`config.mk`:
```
export PLATFORM = sky130hd
export DESIGN_NAME = dbms_ram
export DESIGN_NICKNAME = d
export VERILOG_FILES = /design/src/sv/dbms_ram.sv
export SDC_FILE = /design/constraint.sdc
export NUM_CORES = 2
export LEC_CHECK = 0
export BUFFER_PORTS_ARGS = -buffer_cell sky130_fd_sc_hd__buf_2
export CAP_MARGIN = 25
export CORE_AREA = 2 2 515 517
export DETAILED_ROUTE_END_ITERATION = 10
export DIE_AREA = 0 0 517 519
export PLACE_DENSITY_LB_ADDON = 0.08
export RECOVER_POWER = 25
export REMOVE_ABC_BUFFERS = 1
export SLEW_MARGIN = 10
export SYNTH_ARGS = -nofsm -noshare
export SYNTH_HDL_FRONTEND = slang
export SYNTH_SLANG_ARGS = --single-unit
```
`constraint.sdc`:
```
create_clock -name clock -period 7.05 [get_ports clock]
set_clock_uncertainty 0.2 [all_clocks]
set_input_delay 1.41 -clock clock [delete_from_list [all_inputs] [get_ports clock]]
set_output_delay 1.41 -clock clock [all_outputs]
set_load 0.05 [all_outputs]
```
`src/sv/dbms_ram.sv`:
```
// Generic single-port RAM with registered read.
module dbms_ram #(
   parameter int Width = 8,
   parameter int Depth = 256
) (
   input  logic                     clock,
   input  logic                     wr_en,
   input  logic [$clog2(Depth)-1:0] addr,
   input  logic [Width-1:0]         wr_data,
   output logic [Width-1:0]         rd_data
);

   logic [Width-1:0] mem_ff [Depth];
   logic [Width-1:0] rd_data_ff;

   // Write and registered read at one address.
   always_ff @(posedge clock) begin
      if (wr_en) begin
         mem_ff[addr] <= wr_data;
      end
      rd_data_ff <= mem_ff[addr];
   end

   assign rd_data = rd_data_ff;

endmodule

```
# ---- After elaboration in Yosys (flattened, before gate mapping)
# Memories as Yosys holds them, arrays and structs flattened. A register that Yosys moved wholly into a read port is not among the register bits.
# Index checks and enable logic that the tools add are counted.
dict set report op_classes {
  n_mux 2
}
# cell count
set ops {}
lappend ops {{2-to-1 mux 1 bit} 2}
dict set report word_totals {
  regBits 0
  mem_bits_rw 2048
  in_bits 18
  wordCells 3
  mem_count 1
}
# name depth word_bits rd rd_ports_with_merged_regs write_ports line_no
set mem_list {}
lappend mem_list {mem_ff 256 8 1 1 1 13} ;# logic [Width-1:0] mem_ff [Depth];

# ---- Depth between registers and ports, before layout
dict set report depth {
  ltp_word 2
  depth_mapped 10
  ltp_nobuf 5
}

# ---- Least setup slack after synthesis
# Ideal clock, no wire load.
dict set report synth_timing {
  kind {input-to-reg}
  startpoint {input port addr[1]}
  endpoint {memory mem_ff[111][0] (enable)}
  arrival_ns 3.259
  setup_slack_ns 3.221
  cell_stages 9
  n_path_buf 5
  cell_sequence {buf_2 > clkbuf_1 > clkbuf_1 > nand2_1 > buf_2 > nor2_1 > nand2_1 > clkbuf_1 > nor2_1}
}
# item line_no
set synth_lines {}
lappend synth_lines {{start, declared} 8} ;# input logic [$clog2(Depth)-1:0] addr,
lappend synth_lines {{end, declared} 13}
# Straight into the memory's write port.

# ---- Final worst setup path
dict set report layout_timing {
  startpoint {input port wr_data[6]}
  endpoint {memory mem_ff[157][6], data pin}
}
# item line_no
set layout_lines {}
lappend layout_lines {{start, declared} 9} ;# input logic [Width-1:0] wr_data,
# Straight into the memory's write port.

==> out/summary.txt <==
CP delay by family, top: buffers and inverters
Root buf cell: clkbuf_16
GRT overflow: 0
Peak VDD IR: 286 uV
Final hold violations: 0
Avg WL per Cell: 31.0 microns
ANT nets after route: 0
Non-Filler Instances: 7485
CP endpoint kind: register
Synth area leader: edfxtp_1
R2r setup slk: 4.19 ns
Worst reg-to-reg path cell count: 5
Synth Register Bits: 2056
Layout cells sized above 1: 27.3%
Critical path class: in2reg
CP Data Arrival Time: 5.35 ns
Post-Synthesis Cells: 3547
Worst path buffer plus inverter count: 2
Largest net degree at the start of global routing: 173
Initial Utilization: 29.8%
Min-delay src: wr_data[7]
CTS tree: done
CP Cell Sequence: clkbuf_1, buf_4
Setup violators final: 0
Die Span X: 517 microns
Crit path max fanout: 72
Final core occ: 34.6%
Leakage power: 27.4 nW
Seq/Total Area, Yosys: 78.6%
Synth-to-Final Area Change: 16.1%
# Post-CTS Setup Buffers: 0
Reg2reg end: rd_data[5]
Synth Cell Area: 78500 sq um
Crit share post-route: 71.2%
Core area: 263000 sq um
Final nets: 3770
Achievable frequency: 0.199 GHz
Slowest-stage cell, CP: clkbuf_1
CTS buffer count: 226
Placer Congestion: 0.729
CTS-repair resized insts: 0
Vias in the first global route: 39100
Max-Cap Viols: 6
Unrepaired setup endpoints after global routing: no
Drt first pass iters: 6
Inst Count DP: 7054
Worst-Skew Late Latency: 0.87 ns
Hold-fix buffer count after cts: 0
Initial antenna violation count: 15
Status: finished with violations
Pwr per Cell Area: 289 nW/um^2
Hold EP: mem_ff[88][7]
Vias per cell: 4.98
Largest stage delay, worst path: 2.78 ns
R2R Path Start: mem_ff[191][5]
Hold path depth: 1
WP data required: 7.38 ns
Drt drc: 0
H-Tree Depth: 4
Startpoint Class: primary input
Drt first-iter violations: 3505
GRT Total Usage: 17.3%
Buffers added on ports: 25
Avg Cell Area, Syn: 22.1 sq um
Worst-path clk slew: 0.06 ns
Slew HR: -196%
Cell variety after synth: 22
# IOs: 26
Post-DP HPWL: 136000 microns
Hold Path Class: in2reg
Tmin final: 5.02 ns
Total wire length: 232000 microns
Slew @ Worst Pin: 4.44 ns
Post-synth top area share: 78.3%
Clock buffer depth: 3
Row count: 189
Hold_ws: 0.823 ns
Slew Viols, Final: 511
Clock Sinks: 2056
Global-route wire length before repair: 325000 microns
Vias after detailed routing: 37300
Violated checks: max-capacitance violations, max-slew violations
Synthesis Warnings: 0
Die ar.: 268000 sq um
Synth area leaders: edfxtp_1 78%, mux4_2 15%, a22oi_1 2.4%
Chip Height: 519 microns
[area by class of cell]
cell class | instances | area [sq um]
Tap cell | 3533 | 4420
Fill cell | 24600 | 172000
Inverter | 1 | 3.75
Timing Repair Buffer | 209 | 1850
Multi-Input combinational cell | 1258 | 16000
Clock buffer | 283 | 5940
Sequential cell | 2056 | 61700
Antenna cell | 3 | 7.51
Clock inverter | 142 | 1250
[cell usage in the layout (no fill, tap or decap), drive strengths merged]
| cell | netlist | final |
|---|---|---|
| buf | 87 | 202 |
| bufinv | 0 | 20 |
| nand2b | 6 | 6 |
| a22oi | 256 | 256 |
| and2 | 3 | 3 |
| or3 | 1 | 1 |
| nand3 | 13 | 13 |
| nor2b | 7 | 7 |
| clkinvlp | 0 | 7 |
| o41ai | 32 | 32 |
| a21oi | 128 | 128 |
| clkinv | 0 | 106 |
| mux4 | 512 | 512 |
| inv | 1 | 10 |
| nor2 | 232 | 232 |
| nand2 | 28 | 28 |
| nor3 | 30 | 30 |
| or2 | 2 | 2 |
| nand4 | 8 | 8 |
| edfxtp | 2048 | 2048 |
| clkbuf | 145 | 290 |
| diode | 0 | 3 |
| dfxtp | 8 | 8 |
[layer usage]
layer | track usage [%] | routed length [microns]
met3 | 2.27 | 8910
met1 | 25.1 | 108000
met4 | 3.95 | 4480
met5 | 0 | 0
met2 | 27.5 | 111000
[kinds of logic (layout without fill, tap and decap cells)]
group           count (synthesis)  after routing  share of synthesized area, %
mux                           512            512                          14.7
flops                        2056           2056                          78.6
other cells                     0              3                             0
compound gates                416            416                          3.62
buf+inv                       233            635                          1.40
simple gates                  330            330                          1.73
[worst max-delay path by stage]
stage | cells after the start | start | to
detailed placement | 8 | addr[0] | rd_data[6]
global route | 2 | wr_data[5] | mem_ff[221][5]
CTS | 8 | addr[0] | rd_data[6]
global placement | 7 | addr[0] | rd_data[7]
floorplan | 3 | addr[3] | mem_ff[132][0]
finish | 2 | wr_data[6] | mem_ff[157][6]
[per-stage QoR]
stage                      TNS, ns  setup slack [ns]  cell area, sq um  power [mW]
after floorplan           -1365.62             -1.41             77400        14.2
after global placement      -0.114            -0.114             83600        15.0
after detailed placement         0              1.63             84000        15.0
after CTS                        0              2.59             91200        26.7
after global routing             0              1.54             91100        27.2
final                            0              2.03             91100        26.4
[power breakdown]
group	switching [mW]	leakage [nW]	internal (mW)
combinational	0.836	5.42	0.387
sequential	0.0335	18.5	13.5
clock	4.93	3.51	6.67
total	5.80	27.4	20.5
[sequential cells by signal, indices dropped and copies added (netlist names)]
register  cells
mem_ff     2048
rd_data       8
[cells in the mapped netlist (all sizes together)]
cell type,instances
a21oi,128
a22oi,256
and2,3
buf,87
clkbuf,145
dfxtp,8
edfxtp,2048
inv,1
mux4,512
nand2,28
nand2b,6
nand3,13
nand4,8
nor2,232
nor2b,7
nor3,30
o41ai,32
or2,2
or3,1
Note: power is estimated with default switching activity, not from simulation.
