[src/sv/dbms_pkg.sv]
// Package with shared types and constants of the depth boundary mode select block.
package dbms_pkg;

   localparam int ValueWidth    = 8;
   localparam int DistWidth     = 12;
   localparam int CountWidth    = 9;
   localparam int DsumWidth     = 20;
   localparam int WeightWidth   = 16;
   localparam int FracWidth     = 13;
   localparam int MeanWidth     = 29;
   localparam int ScoreWidth    = 31;
   localparam int TableDepth    = 256;
   localparam int IndexWidth    = 8;
   localparam int UsedWidth     = 9;
   localparam int CountLimit    = 511;
   localparam int DsumLimit     = 1048575;
   // A 28-bit mean difference scaled by 4096 needs a 40-bit dividend.
   localparam int DivWidth      = 40;
   localparam int DivSteps      = 40;
   localparam int DefaultWeight = 4096;
   localparam int CsrIndexWidth = 2;

   localparam logic [CsrIndexWidth-1:0] CSR_WEIGHT_FREQUENCY = 2'd0;
   localparam logic [CsrIndexWidth-1:0] CSR_WEIGHT_COLOR     = 2'd1;
   localparam logic [CsrIndexWidth-1:0] CSR_WEIGHT_SPACE     = 2'd2;

   // Sequencer states.
   typedef enum logic [3:0] {
      ST_IDLE,
      ST_SEARCH,
      ST_SEARCH_WAIT,
      ST_UPDATE,
      ST_PASS1_RD,
      ST_PASS1_WAIT,
      ST_PASS1_DIV,
      ST_PASS2_RD,
      ST_PASS2_WAIT,
      ST_PASS2_DIV,
      ST_PASS2_MUL,
      ST_DONE
   } state_type;

   // Request from the sequencer to the shared divider.
   typedef struct packed {
      logic                start;
      logic [DivWidth-1:0] numer;
      logic [DivWidth-1:0] denom;
   } div_req_type;

   // Status back from the shared divider.
   typedef struct packed {
      logic                busy;
      logic                done;
      logic [DivWidth-1:0] quot;
   } div_rsp_type;

endpackage

[src/sv/dbms_div.sv]
// Shared restoring divider, one quotient bit per cycle.
module dbms_div (
   input  logic                  clock,
   input  logic                  reset,
   input  dbms_pkg::div_req_type div_req,
   output dbms_pkg::div_rsp_type div_rsp
);

   localparam int W = dbms_pkg::DivWidth;

   logic [W-1:0] rem_ff, rem_in;
   logic [W-1:0] quo_ff, quo_in;
   logic [W-1:0] den_ff, den_in;
   logic [5:0]   cnt_ff, cnt_in;
   logic         busy_ff, busy_in;
   logic         done_ff, done_in;
   logic [W:0]   trial;

   // One shift-subtract step per cycle.
   always_comb begin
      rem_in  = rem_ff;
      quo_in  = quo_ff;
      den_in  = den_ff;
      cnt_in  = cnt_ff;
      busy_in = busy_ff;
      done_in = 1'b0;
      trial   = {rem_ff, quo_ff[W-1]} - {1'b0, den_ff};
      if (div_req.start) begin
         rem_in  = '0;
         quo_in  = div_req.numer;
         den_in  = div_req.denom;
         cnt_in  = 6'(dbms_pkg::DivSteps);
         busy_in = 1'b1;
      end else if (busy_ff) begin
         if (!trial[W]) begin
            rem_in = trial[W-1:0];
            quo_in = {quo_ff[W-2:0], 1'b1};
         end else begin
            rem_in = {rem_ff[W-2:0], quo_ff[W-1]};
            quo_in = {quo_ff[W-2:0], 1'b0};
         end
         cnt_in = cnt_ff - 6'd1;
         if (cnt_ff == 6'd1) begin
            busy_in = 1'b0;
            done_in = 1'b1;
         end
      end
   end

   always_ff @(posedge clock) begin
      if (reset) begin
         busy_ff <= 1'b0;
         done_ff <= 1'b0;
         cnt_ff  <= '0;
      end else begin
         busy_ff <= busy_in;
         done_ff <= done_in;
         cnt_ff  <= cnt_in;
      end
      rem_ff <= rem_in;
      quo_ff <= quo_in;
      den_ff <= den_in;
   end

   assign div_rsp.busy = busy_ff;
   assign div_rsp.done = done_ff;
   assign div_rsp.quot = quo_ff;

endmodule

[config.mk]
export PLATFORM = sky130hd
export DESIGN_NAME = dbms_div
export DESIGN_NICKNAME = d
export VERILOG_FILES = /design/src/sv/dbms_pkg.sv /design/src/sv/dbms_div.sv
export SDC_FILE = /design/constraint.sdc
export NUM_CORES = 1
export LEC_CHECK = 0
export ABC_AREA = 1
export BUFFER_PORTS_ARGS = -buffer_cell sky130_fd_sc_hd__clkbuf_2
export CAP_MARGIN = 20
export CORE_ASPECT_RATIO = 0.75
export CORE_MARGIN = 2
export CORE_UTILIZATION = 49
export CTS_BUF_LIST = sky130_fd_sc_hd__clkbuf_2 sky130_fd_sc_hd__clkbuf_4 sky130_fd_sc_hd__clkbuf_8
export DETAILED_ROUTE_END_ITERATION = 10
export PLACE_DENSITY_LB_ADDON = 0.2
export REMOVE_ABC_BUFFERS = 1
export SYNTH_ARGS = -nofsm -noshare
export SYNTH_HDL_FRONTEND = slang
export SYNTH_SLANG_ARGS = --single-unit
[constraint.sdc]
create_clock -name clock -period 5.45 [get_ports clock]
set_input_delay 0.8175 -clock clock [delete_from_list [all_inputs] [get_ports clock]]
set_output_delay 0.8175 -clock clock [all_outputs]
set_load 0.005 [all_outputs]
* After elaboration in Yosys (flattened, before gate mapping)
Index checks and enable logic that the tools add are counted.
** Cells by class
- Shifts and indexed selects :: 0
- Bitwise operators :: 1
- Magnitude comparators :: 0
- Multipliers :: 0
- Equal/unequal tests :: 1
- Div/mod/pow operators :: 0
- Mux-type cells :: 10
- Add/subtract/negate cells :: 2
- Reduce and logical (&&, ||, !) cells :: 3
** Operator list (count)
- 2-to-1 mux 40 bit :: 3
- subtractor 41 x 40 -> 41 bit :: 1
- 2-to-1 mux 6 bit :: 2
- == test 6 x 1 -> 1 bit (second input constant) :: 1
- subtractor 6 x 1 -> 6 bit (second input constant) :: 1
- 2-to-1 mux 1 bit :: 5
- OR reduction 3 bit :: 1
- nonzero test 2 bit :: 1
- OR reduction 2 bit :: 1
- NOT 1 bit :: 1
** Storage, ports and cells
- Bits in latches :: 0
- Memory bits (writable) :: 0
- Memories :: 0
- Memory bits (read-only) :: 0
- Bits in registers :: 128
- Output and inout port bits :: 42

* Logic depth before layout (Yosys ltp)
Gate-level depths: netlist of run 1.
- Depth after elaboration :: 4
- Gate-level depth with buffers :: 18
- Mapped depth without buffers :: 18

* Worst setup path after synthesis of run 1
No wires, ideal clock.
- Kind :: input to register
- From :: input port div_req[80] (netlist bit)
- To :: register quo_ff[0] (enable)
- Buffers on the path :: 2
- Stages :: 4
- Setup slack :: 2.861 ns
- Setup time :: 0.394 ns
- Arrival time :: 2.195 ns
- Path through :: clkbuf_1 > nor2_1 > clkbuf_1 > inv_1
** Between the ends
- Cells in the longest elaborated chain, start to end :: 1
** Ends and longest elaborated chain
- start, declared :: RTL line dbms_div.sv:5 : input dbms_pkg::div_req_type div_req,
- nonzero test 2 bit (no source line)
- end signal, assigned :: RTL line dbms_div.sv:61 : quo_ff <= quo_in;
- end, declared :: RTL line dbms_div.sv:12 : logic [W-1:0] quo_ff, quo_in;
Every way passes these cells.
A chain may end at the register's enable or synchronous reset.

* Worst setup path after layout of run 1
- From :: register quo_ff[39]
- To :: register quo_ff[0], data pin
** Between the ends
- Cells in the longest elaborated chain, start to end :: 4
** Ends and longest elaborated chain
- subtractor 41 x 40 -> 41 bit :: RTL line dbms_div.sv:27 : trial = {rem_ff, quo_ff[W-1]} - {1'b0, den_ff};
- 2-to-1 mux 1 bit :: RTL line dbms_div.sv:35 : if (!trial[W]) begin
- 2-to-1 mux 40 bit :: RTL line dbms_div.sv:34 : end else if (busy_ff) begin
- 2-to-1 mux 40 bit :: RTL line dbms_div.sv:28 : if (div_req.start) begin
- net quo_in[0] :: RTL line dbms_div.sv:12
The timed path passes the listed nets, and every way through them passes these cells. The select of a mux whose other input is x is not followed.

==> out/metrics.yaml, run 1 <==
outcome:
  status: "completed"
timing:
  report.final.slew_viol_count: 0
  max_freq_mhz: 364
  min_period_over_period_pct: 50.3
  finalCriticalPeriod_ns: 2.74
  finalClockSkew_ns: 0.0186
  slew_headroom_pct: 56.8
  rsz0062_at_grt: "no"
  hold_violations: 0
  worst_slack_ns: 2.71
  worst_slew_pin_slew_ns: 0.646
  finalSetupViolations: 0
  fin_tns_setup_ns: 0
floorplanning:
  die-area_um2: 18600
  rows: 41
  ios: 125
  core_area_um2: 17000
  start_util_pct: 50.7
  die_x_um: 157
  die_y_um: 119
cells_and_area:
  antennaDiodeCount: 0
  final_cells: 1601
  area_growth_pct: 13.3
  nets: 1478
  drive_above_1_share_pct: 16.3
  finalInstanceArea_um2: 9750
  final_cell_mix: "492 x nand2_1, 215 x inv_1, 123 x clkbuf_2"
  final_common_cell: "nand2_1"
  fill_cells: 1628
clock_tree:
  postCtsSetupRepairBufs: 0
  cts_resized: 0
  clock-root-buffer: "clkbuf_8"
  cts_made_buffers: 17
  postCtsHoldBufs: 0
  cts_sinks: 128
  path_clk_slew_ns: 0.09
  clk_latency_ns: 0.46
  ctsLongestPathBuffers: 2
  cts_tree: "yes"
  ctsHtreeMaxLevel: 4
run:
  drv_cap: 0
pwr:
  intPower_mw: 1.55
  p_leak_nw: 5.27
  ir_drop_uv: 154
  switching_share_pct: 30.3
  power_frac_comb_pct: 13.4
  clock_power_share_pct: 35.7
  p_switching_uw: 672
  pwr-share-seq_pct: 50.9
  p_per_area_nw_per_um2: 228
yosys:
  yosys.area.top_type: "edfxtp_1"
  synth_edf_count: 80
  seq_area_frac_synth_pct: 39.1
  yosysUniqueCellTypes: 39
  ys_ff_latch: 128
  synthArstFlopShare_pct: 0
  yosys_warnings: 0
  yosys.area.top_type_share_pct: 27.9
  syn_avg_cell_area_um2: 6.99
  yosys-top-cells-area: "edfxtp_1 28%, nand2_1 21%, dfxtp_1 11%, inv_1 9.4%, ha_1 6.1%"
  syn_inst: 1231
  syn_area_um2: 8600
  ys_dominant_reg_cell: "edfxtp_1"
worst_setup_path:
  required_ns: 5.65
  critPathSlowestCell: "fa_1"
  reg2reg_to: "quo_ff[0]$_DFFE_PP_"
  r2r-start: "quo_ff[39]$_DFFE_PP_"
  crit_cells: 15
  critical-path-top-delay-family: "simple AND/OR/NAND/NOR gates"
  crit_path_end_kind: "flip-flop"
  start_kind: "flip-flop"
  crit_buf_inv: 2
  r2r_cells: 15
  path_max_fanout: 41
  critPathMaxStageDelay_ns: 0.42
  crit_chain: "inv_1 > ha_1 > fa_1 > inv_1 > nand2_1 > nand2_1 > nand3_1 > nand2_2 > nand2_1 > nand3_2 > nand2_4 > nand2_4 > nand2_2 > nand2_4 > o21ai_0"
  arrival_ns: 2.94
  crit_type: "flip-flop to flip-flop"
  rrSetupSlack_ns: 2.71
detailed_routing:
  ant_nets: 0
  vias: 7728
  drt_first_pass_iters: 5
  route.detailed.drc: 0
  via_per_inst: 4.83
  avgRoutedWirePerCell_um: 13.5
  drtIter0Drc: 699
  wirelength_um: 21600
grt:
  grt_max_degree: 59
  grt_pass1_wl_um: 35400
  track_usage_pct: 24.4
  grt_pass1_vias: 7244
  antenna_found_initial: 0
  overflow: 0
placement:
  portBuffers: 124
  place_hpwl_um: 16400
  gp_congestion: 0.967
  placed_area_um2: 9340
  pre_cts_ws_ns: 2.60
  placed_cells: 1568
min_path:
  hold_path_depth: 2
  hold_path.class: "flip-flop to flip-flop"
  min_to: "rem_ff[14]$_SDFFE_PP0P_"
  min-delay-start: "rem_ff[14]$_SDFFE_PP0P_"
power by group through the flow:
stage | clock network [mW] | logic [mW] | registers, mW
floorplan | 0 | 0.168 | 1.15
global placement | 0 | 0.289 | 1.15
detailed placement | 0 | 0.292 | 1.15
CTS | 0.811 | 0.294 | 1.13
global route | 0.846 | 0.335 | 1.14
finish | 0.792 | 0.297 | 1.13
sequential cells by signal, indices dropped and copies added, names as in the netlist:
| name | cells |
|---|---|
| cnt_ff | 6 |
| busy_ff | 1 |
| quo_ff | 40 |
| done_ff | 1 |
| den_ff | 40 |
| rem_ff | 40 |
routing by layer:
metal / track usage (%) / routed length (um)
met5: 0 / 0
met4: 5.33 / 183
met3: 5.21 / 1410
met2: 34.6 / 8720
met1: 37.6 / 11200
cells by family after synthesis:
family | share of synthesized area (%)
buf+inv | 11.9
simple gates | 35.7
xor+xnor | 2.44
flops | 39.1
fa+ha+maj | 6.34
compound gates | 4.57
worst reg2reg max path: stages, from the launching register on:
cell and delay [ns]:
edfxtp_1 0.37, inv_1 0.07, ha_1 0.23, fa_1 0.42
inv_1 0.11, nand2_1 0.05, nand2_1 0.07, nand3_1 0.09
nand2_2 0.12, nand2_1 0.07, nand3_2 0.11, nand2_4 0.08
nand2_4 0.08, nand2_2 0.07, nand2_4 0.38, o21ai_0 0.17
final cells by class:
cell class,count,area (um^2),share of cell area (%)
clock buffer,17,234,2.40
sequential,128,3360,34.5
multi-input combinational,861,4230,43.4
tap,236,295,3.03
timing repair buffer,129,681,6.98
clock inverter,15,140,1.44
inverter,215,807,8.28
cells in the mapped netlist (2+ instances only):
library cell,count
nand3_1,69
xnor2_1,19
nor2_2,3
nand2_1,492
o21ai_0,17
dfxtp_1,48
nand4_1,4
buf_4,3
o21a_1,3
edfxtp_1,80
ha_1,42
nor2_1,93
inv_1,215
a21oi_1,34
o21bai_1,2
a21o_1,2
clkbuf_1,13
o21ai_1,7
buf_12,3
a31oi_1,3
xor2_1,5
and2_1,2
nor3_1,3
buf_6,5
nand2_4,5
nand3_2,11
nand2_2,36
worst max-delay path by stage:
stage	from	endpoint	slack, ns
3_5_place_dp	div_req[80]	rem_ff[39]$_SDFFE_PP0P_	2.60
5_1_grt	quo_ff[39]$_DFFE_PP_	rem_ff[27]$_SDFFE_PP0P_	2.49
3_3_place_gp	div_req[80]	rem_ff[39]$_SDFFE_PP0P_	2.68
2_1_floorplan	div_req[80]	quo_ff[0]$_DFFE_PP_	1.88
4_1_cts	quo_ff[39]$_DFFE_PP_	quo_ff[0]$_DFFE_PP_	2.72
6_report	quo_ff[39]$_DFFE_PP_	quo_ff[0]$_DFFE_PP_	2.71
through the flow:
step | hold slack [ns] | utilization [%] | total power [mW]
global route | 0.489 | 57.4 | 2.32
global placement | 0.463 | 55.0 | 1.44
detailed placement | 0.463 | 55.0 | 1.44
CTS | 0.477 | 57.2 | 2.23
floorplan | 0.448 | - | 1.31
finish | 0.477 | 57.4 | 2.22
Power figures use the tool's default switching activity.
==> run 2: changes to the inputs <==
--- a/config.mk
+++ b/config.mk
@@ -5,7 +5,7 @@
 export SDC_FILE = /design/constraint.sdc
 export NUM_CORES = 1
 export LEC_CHECK = 0
-export ABC_AREA = 1
+export ABC_AREA = 0
 export BUFFER_PORTS_ARGS = -buffer_cell sky130_fd_sc_hd__clkbuf_2
 export CAP_MARGIN = 20
 export CORE_ASPECT_RATIO = 0.75
==> constraint.sdc (replaced) <==
create_clock -name clock -period 2.9 [get_ports clock]
set_input_delay 0.435 -clock clock [delete_from_list [all_inputs] [get_ports clock]]
set_output_delay 0.435 -clock clock [all_outputs]
set_load 0.005 [all_outputs]
==> run 2 against run 1 <==
  * The run now ends with setup timing left
  * Global-route usage fell by 1.4 points
  * Sequential cell count stayed put
  * Count of clock-buffer cells in the layout did not move
  * Maximum frequency shrank 9.2%
  * Sequential share of layout area is 1.7 points higher
  * Area after synthesis fell by 13%
  * Total power rose by 120%
  * Final area decreased by 4.8%
==> out/metrics.yaml, run 2 <==
floorplanning:
  core_area_um2: 14600  # -14%
  die_x_um: 146  # -6.8%
  ios: 125  # unchanged
  rows: 38  # -7.3%
  start_util_pct: 50.8  # +0.17 points
  die-area_um2: 16200  # -13%
  die_y_um: 111  # -6.7%
placement:
  gp_congestion: 0.927  # -4.1%
  pre_cts_ws_ns: -0.243  # -2.85 ns
  portBuffers: 124  # unchanged
  place_hpwl_um: 12900  # -21%
detailed_routing:
  wl_met3_um: 1030  # -26%
  vias: 5996  # -22%
  ant_nets: 0  # unchanged
  drtIter0Drc: 324  # -54%
  via_per_inst: 5.43  # +13%
  avgRoutedWirePerCell_um: 16.5  # +22%
  top_layer: "met4"
  wirelength_um: 18200  # -16%
  met1_length_um: 8570  # -24%
  route.detailed.drc: 0  # unchanged
  met2WireLength_um: 8240  # -5.5%
  drt_first_pass_iters: 4  # -1
outcome:
  status: "finished with violations"
  violations: "setup timing"
yosys:
  synthTopCellsByCount: "80 x edfxtp_1, 64 x nand2_1, 57 x nor2_1, 54 x inv_1, 49 x a21oi_1"
  yosysUniqueCellTypes: 66  # +69%
  syn_area_um2: 7440  # -13%
  yosys-top-cells-area: "edfxtp_1 32%, dfxtp_1 13%, ha_1 7.1%, mux2_2 6.1%, mux2i_1 3.5%"
  syn_avg_cell_area_um2: 10.3  # +47%
  ys_dominant_reg_cell: "edfxtp_1"
  syn_inst: 725  # -41%
  synthArstFlopShare_pct: 0  # unchanged
  yosys.area.top_type: "edfxtp_1"
  ys_ff_latch: 128  # unchanged
  yosys.area.top_type_share_pct: 32.3  # +4.3 points
  seq_area_frac_synth_pct: 45.2  # +6.1 points
  yosys_warnings: 0  # unchanged
  yosysMostFrequentCell: "edfxtp_1"
  synth_edf_count: 80  # unchanged
run:
  drv_cap: 0  # unchanged
pwr:
  intPower_mw: 3.32  # +110%
  clock_power_share_pct: 31.6  # -4.1 points
  p_switching_mw: 1.51  # +120%
  switching_share_pct: 31.2  # +0.92 points
  ir_drop_uv: 318  # +110%
  p_per_area_nw_per_um2: 520  # +130%
  p_leak_nw: 4.00  # -24%
  power_frac_comb_pct: 23.2  # +9.8 points
  pwr-share-seq_pct: 45.2  # -5.7 points
cells_and_area:
  final_common_cell: "clkbuf_2"
  seqCellArea_um2: 3360  # about the same
  post-route-util_pct: 63.4  # +6.0 points
  drive_above_1_share_pct: 33.6  # +17 points
  nets: 1017  # -31%
  multiInputGateArea_um2: 3880  # -8.1%
  antennaDiodeCount: 0  # unchanged
  area_growth_pct: 24.7
  fill_cells: 1219  # -25%
  largest_registers: "den_ff (40), quo_ff (40), rem_ff (40)"
  final_cell_mix: "123 x clkbuf_2, 80 x edfxtp_1, 60 x nand2_1"
clock_tree:
  clock-root-buffer: "clkbuf_8"
  cts_made_buffers: 17  # unchanged
  cts_tree: "yes"
  path_clk_slew_ns: 0.09  # about the same
  clk_latency_ns: 0.47  # about the same
  ctsHtreeMaxLevel: 4  # unchanged
  ctsLongestPathBuffers: 2  # unchanged
  cts_sinks: 128  # unchanged
timing:
  hold_violations: 0  # unchanged
  worst_slack_ns: -0.121  # -2.83 ns
  rsz0062_at_grt: "yes"
  finalCriticalPeriod_ns: 3.02  # +0.277 ns
  max_freq_mhz: 331  # -9.2%
  min_period_over_period_pct: 104  # +54 points
  finalClockSkew_ns: 0.0168  # -0.00179 ns
  slew_headroom_pct: 58.2  # +1.4 points
  report.final.slew_viol_count: 0  # unchanged
  finalSetupViolations: 31  # +31
  worst_slew_pin_slew_ns: 0.625  # -0.0216 ns
worst_setup_path:
  path_max_fanout: 11  # -73%
  crit_path_end_kind: "flip-flop"
  start_kind: "flip-flop"
  required_ns: 3.23  # -2.42 ns
  rrSetupSlack_ns: -0.12  # -2.83 ns
  crit_type: "flip-flop to flip-flop"
  r2r_cells: 12  # -3
  arrival_ns: 3.35  # +0.41 ns
grt:
  grt_max_degree: 103  # +75%
  overflow: 0  # unchanged
  grt_pass1_wl_um: 29800  # -16%
  track_usage_pct: 23.0  # -1.4 points
  grt_pass1_vias: 6123  # -15%
  antenna_found_initial: 0  # unchanged
min_path:
  hold_path_depth: 1  # -1
  hold_path.class: "input port to flip-flop"
-- run 2: worst max-delay path: stages (launching register included) --
cell,delay [ns]
edfxtp_1,0.39
inv_2,0.09
ha_4,0.20
a21o_1,0.21
a2111o_1,0.44
o311ai_2,0.32
o211a_1,0.27
o21ai_4,0.08
xor2_4,0.25
buf_4,0.17
buf_8,0.15
mux2i_1,0.22
o21ai_0,0.11
-- run 2: area by class of cell --
type	instances	share of cell area [%]
Sequential cell	128	36.3
Tap cell	200	2.70
Inverter	54	2.18
Clock inverter	15	1.58
Multi-Input combinational cell	506	41.9
Clock buffer	17	2.52
Timing Repair Buffer	184	12.9
-- run 2: cell families (layout without fill, tap and decap cells) --
logic type / Yosys count / count (layout) / share of synthesized area [%]
multiplexers: 66 / 66 / 9.55
adder cells (fa/ha/maj): 43 / 43 / 7.33
XOR/XNOR: 41 / 41 / 4.93
AND/OR/NAND/NOR: 173 / 173 / 10.3
flip-flops: 128 / 128 / 45.2
buffers and inverters: 91 / 270 / 5.28
AO/OA/AOI/OAI: 183 / 183 / 17.4
-- run 2: timing repair --
action                                  4_1_cts  5_1_grt
endpoints found under the setup margin       41       41
hold buffers                                  0        0
pin swaps                                    12       22
buffers inserted                              7        3
gates cloned                                  2        2
resized for setup                            28       31
-- run 2: final timing paths --
path,end,start
setup / recovery,rem_ff[27]$_SDFFE_PP0P_,den_ff[11]$_DFFE_PP_
hold / removal,den_ff[33]$_DFFE_PP_,div_req[33]
setup reg to reg,rem_ff[27]$_SDFFE_PP0P_,den_ff[11]$_DFFE_PP_
hold reg to reg,rem_ff[23]$_SDFFE_PP0P_,rem_ff[23]$_SDFFE_PP0P_
-- run 2: per-stage QoR --
stage	hold WS [ns]	power, mW	TNS [ns]	std cells	cell area [um^2]
after floorplan	0.443	2.86	-54.85	688	7250
final	0.128	4.83	-1.65	1104	9280
after CTS	0.112	4.83	-2.59	1102	9150
after detailed placement	0.481	3.27	-6.06	1061	8540
after global placement	0.464	3.25	-3.16	1061	8540
after global routing	0.106	5.08	-7.54	1104	9280
-- run 2: per-layer routing --
| layer | global-route usage, % | up-vias |
|---|---|---|
| met4 | 9.51 | 0 |
| met2 | 35.5 | 162 |
| met5 | 0 | - |
| met3 | 6.17 | 31 |
| met1 | 30.8 | 2832 |
| li1 | - | 2971 |
-- run 2: power groups by stage --
stage | Combinational [mW] | Clock [mW] | Sequential [mW]
3_3_place_gp | 1.03 | 0 | 2.21
5_1_grt | 1.23 | 1.65 | 2.20
2_1_floorplan | 0.647 | 0 | 2.22
4_1_cts | 1.09 | 1.56 | 2.18
3_5_place_dp | 1.06 | 0 | 2.22
6_report | 1.12 | 1.53 | 2.18
==> run 3: changes to the inputs <==
--- a/config.mk
+++ b/config.mk
@@ -13,6 +13,7 @@
 export CORE_UTILIZATION = 49
 export CTS_BUF_LIST = sky130_fd_sc_hd__clkbuf_2 sky130_fd_sc_hd__clkbuf_4 sky130_fd_sc_hd__clkbuf_8
 export DETAILED_ROUTE_END_ITERATION = 10
+export GPL_TIMING_DRIVEN = 0
 export PLACE_DENSITY_LB_ADDON = 0.2
 export REMOVE_ABC_BUFFERS = 1
 export SYNTH_ARGS = -nofsm -noshare
==> run 3 against run 2 <==
  * Largest power group unchanged
  * Core utilization is 0.48 points higher
  * Combinational power about the same
  * Sequential share of layout area is 0.27 points lower
  * Total power increased by 2.9%
  * Sequential cell count did not move
  * Via count down 1.2%
  * The flow still finishes with violations (setup timing)
  * Cell count decreased by 1.7%
  * Worst setup slack worse by 0.093 ns
  * Critical endpoint is now rem_ff[6]$_SDFFE_PP0P_
  * Routed wire length is 4.3% lower
  * Clock power is 9.8% higher
==> out/metrics.yaml, run 3 (synthesis results as in run 2) <==
outcome:
  status: "finished with violations"
  violations: "setup timing"
clock_tree:
  cts_made_buffers: 17  # unchanged
  cts_sinks: 128  # unchanged
  ctsLongestPathBuffers: 2  # unchanged
  clk_latency_ns: 0.46  # about the same
  cts_tree: "yes"
  clock-root-buffer: "clkbuf_8"
  path_clk_slew_ns: 0.09  # about the same
  ctsHtreeMaxLevel: 4  # unchanged
  postCtsHoldBufs: 0  # unchanged
cells_and_area:
  finalInstanceArea_um2: 9350  # +0.76%
  antennaDiodeCount: 0  # unchanged
  final_cell_mix: "123 x clkbuf_2, 80 x edfxtp_1, 57 x nand2_1"
  final_common_cell: "clkbuf_2"
  largest_registers: "den_ff (40), quo_ff (40), rem_ff (40)"
  nets: 998  # -1.9%
  area_growth_pct: 25.6
  final_cells: 1085  # -1.7%
  drive_above_1_share_pct: 33.3  # -0.29 points
detailed_routing:
  ant_nets: 0  # unchanged
  route.detailed.drc: 0  # unchanged
  vias: 5926  # -1.2%
  drtIter0Drc: 368  # +14%
  drt_first_pass_iters: 5  # +1
  avgRoutedWirePerCell_um: 16.0  # -2.7%
  via_per_inst: 5.46  # +0.56%
  wirelength_um: 17400  # -4.3%
grt:
  antenna_found_initial: 0  # unchanged
  grt_pass1_vias: 5840  # -4.6%
  overflow: 0  # unchanged
  track_usage_pct: 21.7  # -1.3 points
  grt_max_degree: 78  # -24%
  grt_pass1_wl_um: 28400  # -4.7%
pwr:
  clock_power_share_pct: 33.9  # +2.3 points
  p_leak_nw: 3.98  # -0.58%
  p_per_area_nw_per_um2: 531  # +2.1%
  ir_drop_uv: 400  # +26%
  total_power_mw: 4.97  # +2.9%
  pwr-share-seq_pct: 43.9  # -1.3 points
  p_switching_mw: 1.48  # -1.8%
  power_frac_comb_pct: 22.2  # -1.0 points
  switching_share_pct: 29.8  # -1.4 points
  intPower_mw: 3.49  # +5.0%
min_path:
  min-delay-start: "div_req[5]"
  hold_path.class: "input port to flip-flop"
  min_to: "den_ff[5]$_DFFE_PP_"
  hold_path_depth: 1  # unchanged
placement:
  portBuffers: 124  # unchanged
  placed_cells: 1017  # -4.1%
  placed_area_um2: 8250  # -3.5%
  gp_congestion: 0.907  # -2.2%
  place_hpwl_um: 11800  # -8.9%
  pre_cts_ws_ns: -0.783  # -0.541 ns
floorplanning:
  die-area_um2: 16200  # unchanged
  core_area_um2: 14600  # unchanged
  die_y_um: 111  # unchanged
  die_x_um: 146  # unchanged
  rows: 38  # unchanged
  start_util_pct: 50.8  # unchanged
  ios: 125  # unchanged
timing:
  max_freq_mhz: 321  # -3.0%
  worst_slew_pin_slew_ns: 0.854  # +0.229 ns
  finalSetupViolations: 41  # +32%
  fin_tns_setup_ns: -4.74  # -3.09 ns
  hold_violations: 0  # unchanged
  finalCriticalPeriod_ns: 3.11  # +0.0933 ns
  worst_slack_ns: -0.214  # -0.0933 ns
  min_period_over_period_pct: 107  # +3.2 points
  report.final.slew_viol_count: 0  # unchanged
  slew_headroom_pct: 43.0  # -15 points
  finalClockSkew_ns: 0.0114  # -0.00535 ns
  rsz0062_at_grt: "yes"
worst_setup_path:
  path_max_fanout: 6  # -5
  required_ns: 3.23  # about the same
  critPathSlowestCell: "edfxtp_1"
  rrSetupSlack_ns: -0.21  # -0.09 ns
  crit_type: "flip-flop to flip-flop"
  arrival_ns: 3.44  # +0.09 ns
  r2r-start: "quo_ff[39]$_DFFE_PP_"
  crit_chain: "inv_2 > ha_4 > fa_2 > nor2b_4 > o311ai_4 > a21boi_4 > o311ai_4 > o211a_4 > o21ai_4 > xor2_4 > buf_6 > buf_12 > mux2i_4 > a211oi_1"
  reg2reg_to: "rem_ff[6]$_SDFFE_PP0P_"
  critPathMaxStageDelay_ns: 0.42  # -0.02 ns
  r2r_cells: 14  # +2
  crit_top_cell: "o311ai_4"
  start_kind: "flip-flop"
  crit_path_end_kind: "flip-flop"
run:
  drv_cap: 0  # unchanged
-- run 3: changes by cell type in the layout (fill, tap and decap cells not counted), moves of 3 or more --
cell      change
buf_4        -25
o21ai_0       -6
mux2i_1       -4
o221ai_1      +4
o221ai_2      -4
buf_16        +3
ha_4          +3
nand2_1       -3
o21ai_1       +3
-- run 3: worst max-delay path: cells and delay by family (launching register included) --
| kind | cells | cell delay (ns) |
|---|---|---|
| AOI/OAI and AO/OA | 6 | 1.16 |
| xor gates and xnor gates | 1 | 0.31 |
| adders and majority gates | 2 | 0.36 |
| buffers and inverters | 3 | 0.43 |
| DFF | 1 | 0.42 |
| muxes | 1 | 0.22 |
| and+or+nand+nor | 1 | 0.06 |
-- run 3: final cells by class --
type | count | area, um^2
Clock buffer | 17 | 234
Multi-Input combinational cell | 506 | 3990
Sequential cell | 128 | 3360
Timing Repair Buffer | 165 | 1120
Clock inverter | 15 | 194
Tap cell | 200 | 250
Inverter | 54 | 203
Fill cell | 1217 | 5300
-- run 3: what timing repair did --
action                     4_1_cts  5_1_grt
resized for setup               46       40
setup endpoints to repair       41       41
pin swaps                       35       32
setup buffers                   21       14
cloned                           3        1
-- run 3: how the worst max path moves through the flow --
stage	slack [ns]	cells after the start	to	from
global route	-0.35	14	rem_ff[38]$_SDFFE_PP0P_	quo_ff[39]$_DFFE_PP_
floorplan	-1.50	12	rem_ff[38]$_SDFFE_PP0P_	quo_ff[39]$_DFFE_PP_
detailed placement	-0.78	13	rem_ff[6]$_SDFFE_PP0P_	quo_ff[39]$_DFFE_PP_
CTS	-0.15	14	rem_ff[6]$_SDFFE_PP0P_	quo_ff[39]$_DFFE_PP_
global placement	-2.97	12	rem_ff[38]$_SDFFE_PP0P_	quo_ff[39]$_DFFE_PP_
finish	-0.21	14	rem_ff[6]$_SDFFE_PP0P_	quo_ff[39]$_DFFE_PP_
-- run 3: through the flow --
stage          util (%)  hold WS [ns]
4_1_cts            61.7         0.123
5_1_grt            63.8         0.110
6_report           63.8         0.145
3_5_place_dp       56.3         0.471
2_1_floorplan         -         0.443
3_3_place_gp       55.5         0.460
-- run 3: layer usage --
metal	vias up	global-route usage [%]	wire, um
met2	169	33.7	8180
li1	2933	-	-
met3	20	7.41	1030
met4	0	6.54	250
met5	-	0	0
met1	2804	29.0	7950
-- run 3: power by group through the flow --
stage                     Clock, mW  Combinational [mW]  Sequential (mW)
after floorplan                   0               0.647             2.22
after global placement            0               0.915             2.23
after detailed placement          0               0.962             2.22
after CTS                      1.72                1.03             2.18
after global routing           1.80                1.22             2.20
final                          1.68                1.10             2.18
